### src/rtl/sud_pkg.sv
package sud_pkg;

    // input operation codes
    typedef logic [1:0] t_op;
    localparam t_op OP_CLEAR = 2'd0;
    localparam t_op OP_LOAD  = 2'd1;
    localparam t_op OP_PROBE = 2'd2;

    // set_mode register codes
    typedef logic [1:0] t_mode;
    localparam t_mode MODE_UNION = 2'd0;
    localparam t_mode MODE_DIFF  = 2'd1;
    localparam t_mode MODE_INTER = 2'd2;

    localparam int VALUE_W = 32;

    // result beat handed from the controller to the output register
    typedef struct packed {
        logic signed [VALUE_W-1:0] echo_value;
        logic                      kept;
        logic                      overflow;
    } t_result;

endpackage

### src/rtl/sud_mem.sv
module sud_mem #(
    parameter int DEPTH = 16,
    parameter int AW    = 4,
    parameter int W     = 32
) (
    input  logic          i_clk,
    input  logic          i_we,
    input  logic [AW-1:0] i_waddr,
    input  logic [W-1:0]  i_wdata,
    input  logic          i_re,
    input  logic [AW-1:0] i_raddr,
    output logic [W-1:0]  o_rdata
);

    logic [W-1:0] r_mem [DEPTH];
    logic [W-1:0] r_rdata;

    // write port
    always_ff @(posedge i_clk) begin
        if (i_we) begin
            r_mem[i_waddr] <= i_wdata;
        end
    end

    // registered read port
    always_ff @(posedge i_clk) begin
        if (i_re) begin
            r_rdata <= r_mem[i_raddr];
        end
    end

    assign o_rdata = r_rdata;

endmodule

### src/rtl/sud_ctrl.sv
module sud_ctrl #(
    parameter int SET_DEPTH = 16,
    parameter int AW        = 4,
    parameter int CW        = 5
) (
    input  logic                         i_clk,
    input  logic                         i_rst_n,
    input  sud_pkg::t_mode               i_mode,
    // input beat
    input  logic                         i_valid,
    output logic                         o_stall,
    input  sud_pkg::t_op                 i_operation,
    input  logic signed [31:0]           i_value,
    // result beat towards the output register
    output logic                         o_res_valid,
    input  logic                         i_res_free,
    output sud_pkg::t_result             o_res,
    // table memory
    output logic                         o_we,
    output logic [AW-1:0]                o_waddr,
    output logic [31:0]                  o_wdata,
    output logic                         o_re,
    output logic [AW-1:0]                o_raddr,
    input  logic [31:0]                  i_rdata
);

    import sud_pkg::*;

    typedef enum logic [1:0] {
        S_IDLE,
        S_SCAN,
        S_DRAIN,
        S_FIN
    } t_state;

    t_state             r_state;
    t_op                r_op;
    logic signed [31:0] r_val;
    logic [CW-1:0]      r_count;
    logic [CW-1:0]      r_idx;
    logic               r_rd_vld;
    logic               r_present;

    logic               full;
    logic               last_rd;
    logic               hit;
    logic               accept;
    logic               finish;
    logic               n_kept;
    logic               n_ovf;
    logic               n_append;

    assign full    = (r_count == CW'(SET_DEPTH));
    assign last_rd = (r_idx == r_count - CW'(1));
    assign hit     = r_rd_vld && (i_rdata == r_val);
    assign accept  = (r_state == S_IDLE) && i_valid;
    assign finish  = (r_state == S_FIN) && i_res_free;

    assign o_stall = (r_state != S_IDLE);

    // result and append decision once the scan is over
    always_comb begin
        n_kept   = 1'b0;
        n_ovf    = 1'b0;
        n_append = 1'b0;
        case (r_op)
            OP_LOAD: begin
                if (full) begin
                    n_ovf = 1'b1;
                end else begin
                    n_kept   = 1'b1;
                    n_append = 1'b1;
                end
            end
            OP_PROBE: begin
                unique case (i_mode)
                    MODE_UNION: begin
                        if (!r_present) begin
                            n_kept = 1'b1;
                            if (full) begin
                                n_ovf = 1'b1;
                            end else begin
                                n_append = 1'b1;
                            end
                        end
                    end
                    MODE_DIFF:  n_kept = !r_present;
                    MODE_INTER: n_kept = r_present;
                    default:    n_kept = 1'b0;
                endcase
            end
            default: begin
                n_kept = 1'b0;
            end
        endcase
    end

    // memory access
    assign o_re    = (r_state == S_SCAN);
    assign o_raddr = r_idx[AW-1:0];
    assign o_we    = finish && n_append;
    assign o_waddr = r_count[AW-1:0];
    assign o_wdata = r_val;

    assign o_res_valid     = finish;
    assign o_res.echo_value = r_val;
    assign o_res.kept       = n_kept;
    assign o_res.overflow   = n_ovf;

    // sequencer: accept, scan the table one entry a cycle on a probe of a non-empty table, drain, finish
    always_ff @(posedge i_clk) begin
        if (!i_rst_n) begin
            r_state   <= S_IDLE;
            r_count   <= '0;
            r_idx     <= '0;
            r_rd_vld  <= 1'b0;
            r_present <= 1'b0;
        end else begin
            r_rd_vld <= (r_state == S_SCAN);
            unique case (r_state)
                S_IDLE: begin
                    if (accept) begin
                        r_op      <= i_operation;
                        r_val     <= i_value;
                        r_idx     <= '0;
                        r_present <= 1'b0;
                        if (i_operation == OP_PROBE && r_count != '0) begin
                            r_state <= S_SCAN;
                        end else begin
                            r_state <= S_FIN;
                        end
                    end
                end
                S_SCAN: begin
                    if (hit) begin
                        r_present <= 1'b1;
                    end
                    r_idx <= r_idx + CW'(1);
                    if (last_rd) begin
                        r_state <= S_DRAIN;
                    end
                end
                S_DRAIN: begin
                    if (hit) begin
                        r_present <= 1'b1;
                    end
                    r_state <= S_FIN;
                end
                S_FIN: begin
                    if (finish) begin
                        if (r_op == OP_CLEAR) begin
                            r_count <= '0;
                        end else if (n_append) begin
                            r_count <= r_count + CW'(1);
                        end
                        r_state <= S_IDLE;
                    end
                end
                default: begin
                    r_state <= S_IDLE;
                end
            endcase
        end
    end

endmodule

### src/rtl/set_union_difference_intersection.sv
// channel   direction  handshake              payload
// input     in         i_valid / o_stall      i_operation, i_value
// result    out        o_valid / i_stall      o_echo_value, o_kept, o_overflow
// config    in         i_cfg_valid / o_cfg_ready  i_cfg_set_mode
//
// clear, load, other operations and a probe of an empty table go straight to the finish; a probe
// of a non-empty table first scans every entry of the table memory, one read a cycle through
// its single read port, which is registered.
// synchronous active-low reset empties the table and sets mode to union.
// a stalled result sits in the output register while the next item is taken.
module set_union_difference_intersection #(
    parameter int SET_DEPTH = 16
) (
    input  logic               i_clk,
    input  logic               i_rst_n,
    input  logic               i_valid,
    output logic               o_stall,
    input  sud_pkg::t_op       i_operation,
    input  logic signed [31:0] i_value,
    output logic               o_valid,
    input  logic               i_stall,
    output logic signed [31:0] o_echo_value,
    output logic               o_kept,
    output logic               o_overflow,
    input  logic               i_cfg_valid,
    output logic               o_cfg_ready,
    input  sud_pkg::t_mode     i_cfg_set_mode
);

    import sud_pkg::*;

    localparam int AW = (SET_DEPTH > 1) ? $clog2(SET_DEPTH) : 1;
    localparam int CW = $clog2(SET_DEPTH + 1);

    t_mode    r_mode;
    logic     r_out_valid;
    t_result  r_out;

    logic     res_valid;
    logic     res_free;
    t_result  res;

    logic          we;
    logic [AW-1:0] waddr;
    logic [31:0]   wdata;
    logic          re;
    logic [AW-1:0] raddr;
    logic [31:0]   rdata;

    // mode register
    assign o_cfg_ready = 1'b1;
    always_ff @(posedge i_clk) begin
        if (!i_rst_n) begin
            r_mode <= MODE_UNION;
        end else if (i_cfg_valid) begin
            r_mode <= i_cfg_set_mode;
        end
    end

    sud_ctrl #(
        .SET_DEPTH(SET_DEPTH),
        .AW       (AW),
        .CW       (CW)
    ) u_ctrl (
        .i_clk      (i_clk),
        .i_rst_n    (i_rst_n),
        .i_mode     (r_mode),
        .i_valid    (i_valid),
        .o_stall    (o_stall),
        .i_operation(i_operation),
        .i_value    (i_value),
        .o_res_valid(res_valid),
        .i_res_free (res_free),
        .o_res      (res),
        .o_we       (we),
        .o_waddr    (waddr),
        .o_wdata    (wdata),
        .o_re       (re),
        .o_raddr    (raddr),
        .i_rdata    (rdata)
    );

    sud_mem #(
        .DEPTH(SET_DEPTH),
        .AW   (AW),
        .W    (32)
    ) u_mem (
        .i_clk  (i_clk),
        .i_we   (we),
        .i_waddr(waddr),
        .i_wdata(wdata),
        .i_re   (re),
        .i_raddr(raddr),
        .o_rdata(rdata)
    );

    // output register
    assign res_free = !r_out_valid || !i_stall;

    always_ff @(posedge i_clk) begin
        if (!i_rst_n) begin
            r_out_valid <= 1'b0;
        end else if (res_free) begin
            r_out_valid <= res_valid;
        end
    end

    always_ff @(posedge i_clk) begin
        if (res_free && res_valid) begin
            r_out <= res;
        end
    end

    assign o_valid      = r_out_valid;
    assign o_echo_value = r_out.echo_value;
    assign o_kept       = r_out.kept;
    assign o_overflow   = r_out.overflow;

endmodule

### config.mk
export PLATFORM = sky130hd
export DESIGN_NAME = set_union_difference_intersection
export DESIGN_NICKNAME = d
export VERILOG_FILES = /design/src/rtl/sud_pkg.sv /design/src/rtl/sud_mem.sv /design/src/rtl/sud_ctrl.sv /design/src/rtl/set_union_difference_intersection.sv
export SDC_FILE = /design/constraint.sdc
export NUM_CORES = 1
export LEC_CHECK = 0
export BUFFER_PORTS_ARGS = -buffer_cell sky130_fd_sc_hd__buf_2
export CORE_MARGIN = 2
export CORE_UTILIZATION = 35
export CTS_CLUSTER_SIZE = 30
export DETAILED_ROUTE_END_ITERATION = 8
export GPL_TIMING_DRIVEN = 0
export PLACE_DENSITY_LB_ADDON = 0.3
export SKIP_LAST_GASP = 1
export SYNTH_ARGS = -nofsm -noshare
export SYNTH_HDL_FRONTEND = slang
export SYNTH_SLANG_ARGS = --single-unit
export TNS_END_PERCENT = 100
### constraint.sdc
create_clock -name i_clk -period 6.31 [get_ports i_clk]
set_input_delay 0.3155 -clock i_clk [delete_from_list [all_inputs] [get_ports i_clk]]
set_output_delay 0.3155 -clock i_clk [all_outputs]
set_load 0.005 [all_outputs]
==> flow_metrics.tcl <==
set metrics [dict create \
    h-tree-depth 3 \
    cp-startpoint "u_ctrl.r_state[0]" \
    gp_congestion 0.737 \
    die_h_um 265 \
    vias 10951 \
    wl_per_cell_um 24.8 \
    slew_violations 0 \
    grt_use_total_pct 15.4 \
    tightestPinTransition_ps 1090 \
    synth-seq-cells 629 \
    grt_first_pass_wirelength_um 77100 \
    peakVddDrop_mv 0.186 \
    final-setup-viol-count 0 \
    rows 95 \
    drt_first_iter_violations 1124 \
    hold-worst-slack_ps 27.5 \
    post_cts_buffers 0 \
    cp.required_ps 6600 \
    finalWirelength_um 53200 \
    synth_seq_area_share_pct 78.7 \
    power_leakage_nw 8.86 \
    start_kind "flip-flop" \
    worst_slack_ps 2430 \
    relSlewSlack_pct 27.5 \
    overflow 0 \
    ys_warn_count 0 \
    ctsHoldBuffers 36 \
    clock_latency_ps 600 \
    yosysMostFrequentCell "edfxtp_1" \
    syn_nets 1064 \
    ys_types 41 \
    top_level_ports 78 \
    drv_cap 0 \
    min_period_over_period_pct 61.5 \
    final.min_clock_period_ps 3880 \
    final-hold-violation-count 0 \
    dp_hpwl_um 33200 \
    path_max_fanout 15 \
    status "complete, no violations" \
    root_buffer "clkbuf_16" \
    grt_pass1_vias 11340 \
    fin_skew_ps 20.8 \
    grt_max_degree 23 \
    clockBufferDepth 3 \
    ctsResizeCount 0 \
    fp.coreArea_mm2 0.0673 \
    antenna_left 0 \
    max_freq_mhz 258 \
    end_kind "flip-flop" \
    fp.dieW_um 265 \
    hold_path_class "primary input to flip-flop" \
    fin_cells 2148 \
    antenna_found_initial 0 \
    placed_cells 1993 \
    viasPerCell 5.10 \
    cts.clk_slew.worst_paths_ps 60 \
    initial_utilization_pct 35.4 \
    antenna_cells 0 \
    crit_arrival_ps 4170 \
    synthTopCellsByCount "edfxtp_1 (612), mux4_2 (160), xor2_1 (34)" \
    cts_sinks 629 \
    cts_tree "yes" \
    finish.net_count 1281 \
    avgSynthCellArea_um2 23.6 \
    syn2layout_area_growth_pct 19.2 \
    reg2reg_from "u_ctrl.r_state[0]" \
    min-delay-start "i_cfg_valid" \
    synth_edf_count 612 \
    syn_inst 1010 \
    p_total_mw 9.60 \
    power_density_mw_per_mm2 339 \
    async_flop_share_pct 0 \
    dieArea_mm2 0.0701 \
    cts-buffers-inserted 69 \
    rsz0062_at_grt "false" \
    synth_top_area_share_pct 77.2 \
    route.detailed.drc 0 \
    pre_cts_ws_ps 2450 \
    drive_gt1_share_pct 31.8 \
    synth_area_leaders "edfxtp_1 (77%), mux4_2 (15%), dfxtp_1 (1.4%)" \
    port_buffers 75 \
    syn_area_mm2 0.0238 \
    synth_flop_cell "edfxtp_1" \
    worstSetupPathType "flip-flop to flip-flop" \
    synth_top_area_cell "edfxtp_1" \
    firstDrtPassIters 5 \
]
cell families (layout without fill, tap and decap cells):
group	after synthesis	count (layout)	share of synthesized area [%]
muxes	165	165	15.4
AOI/OAI and AO/OA	28	28	0.794
DFF	629	629	78.7
xor gates and xnor gates	40	40	1.47
and+or+nand+nor	77	77	1.76
buffers and inverters	57	322	1.25
adders and majority gates	13	13	0.684
other	1	1	0.0158
layout by cell type (no fill, tap or decap), types with 5 or more instances in the layout:
cell type        n
clkbuf_1        31
xor2_1          34
buf_12          12
o21ai_0          8
nor4_1           8
nor2_4           5
ha_1            12
edfxtp_1       612
buf_6           29
nor2b_1         10
nand2_1         10
mux4_2         160
dfxtp_1         17
inv_1           13
clkinv_2        17
mux2i_1          5
buf_2           84
clkbuf_16       71
clkinv_1         9
dlygate4sd3_1   36
nand3_1          8
nor2_1           7
xnor2_1          6
buf_1            8
metrics by stage:
| step | area (um2) | TNS, ps | util [%] |
|---|---|---|---|
| finish | 28400 | 0 | 42.1 |
| detailed placement | 25900 | 0 | 38.5 |
| CTS | 28400 | 0 | 42.1 |
| global route | 28400 | 0 | 42.1 |
| floorplan | 23800 | 0 | - |
| global placement | 25300 | -1724290 | 37.5 |
power by group:
part,leakage [nW],internal [mW],switching (mW)
Clock,1.03,2.22,1.59
Combinational,2.17,0.420,0.472
Sequential,5.66,4.78,0.129
Total,8.86,7.41,2.19
cell type report:
class / instances / area [um2]
Sequential cell: 629 / 18700
Tap cell: 873 / 1090
Clock inverter: 34 / 270
Fill cell: 5789 / 38900
Buffer: 44 / 248
Clock buffer: 85 / 1830
Timing Repair Buffer: 146 / 1280
Multi-Input combinational cell: 324 / 4860
Inverter: 13 / 48.8
path summary, 6_finish.rpt:
kind / endpoint / slack, ps / cells after the start
worst max-delay path: u_mem.r_mem[4][17] / 2430 / 9
worst min-delay path: r_mode[1] / 30 / 3
worst max register to register: u_mem.r_mem[4][17] / 2430 / 9
worst min register to register: u_ctrl.r_state[1] / 530 / 2
state kept, by name, indices dropped and copies added (netlist names):
register / cells
u_mem.r_mem: 512
o_echo_value: 32
u_ctrl.o_wdata: 32
u_mem.o_rdata: 32
u_ctrl.r_count: 5
u_ctrl.r_idx: 5
r_mode: 2
u_ctrl.r_op: 2
u_ctrl.r_state: 2
o_kept: 1
o_overflow: 1
o_valid: 1
u_ctrl.r_present: 1
u_ctrl.r_rd_vld: 1
layer usage:
metal / routed length, um / vias to the layer above / global-route usage (%)
li1: - / 4687 / -
met3: 3060 / 73 / 3.08
met2: 25400 / 334 / 24.4
met4: 1080 / 0 / 4.76
met1: 23700 / 5857 / 21.5
met5: 0 / - / 0
critical path, stage by stage, from the launching register on:
cell	delay (ps)
dfxtp_1	380
ha_1	290
a21boi_4	710
buf_16	240
o211a_2	310
nand2_1	270
nor3_2	800
buf_6	240
buf_6	140
buf_6	170
Power figures use the tool's default switching activity.
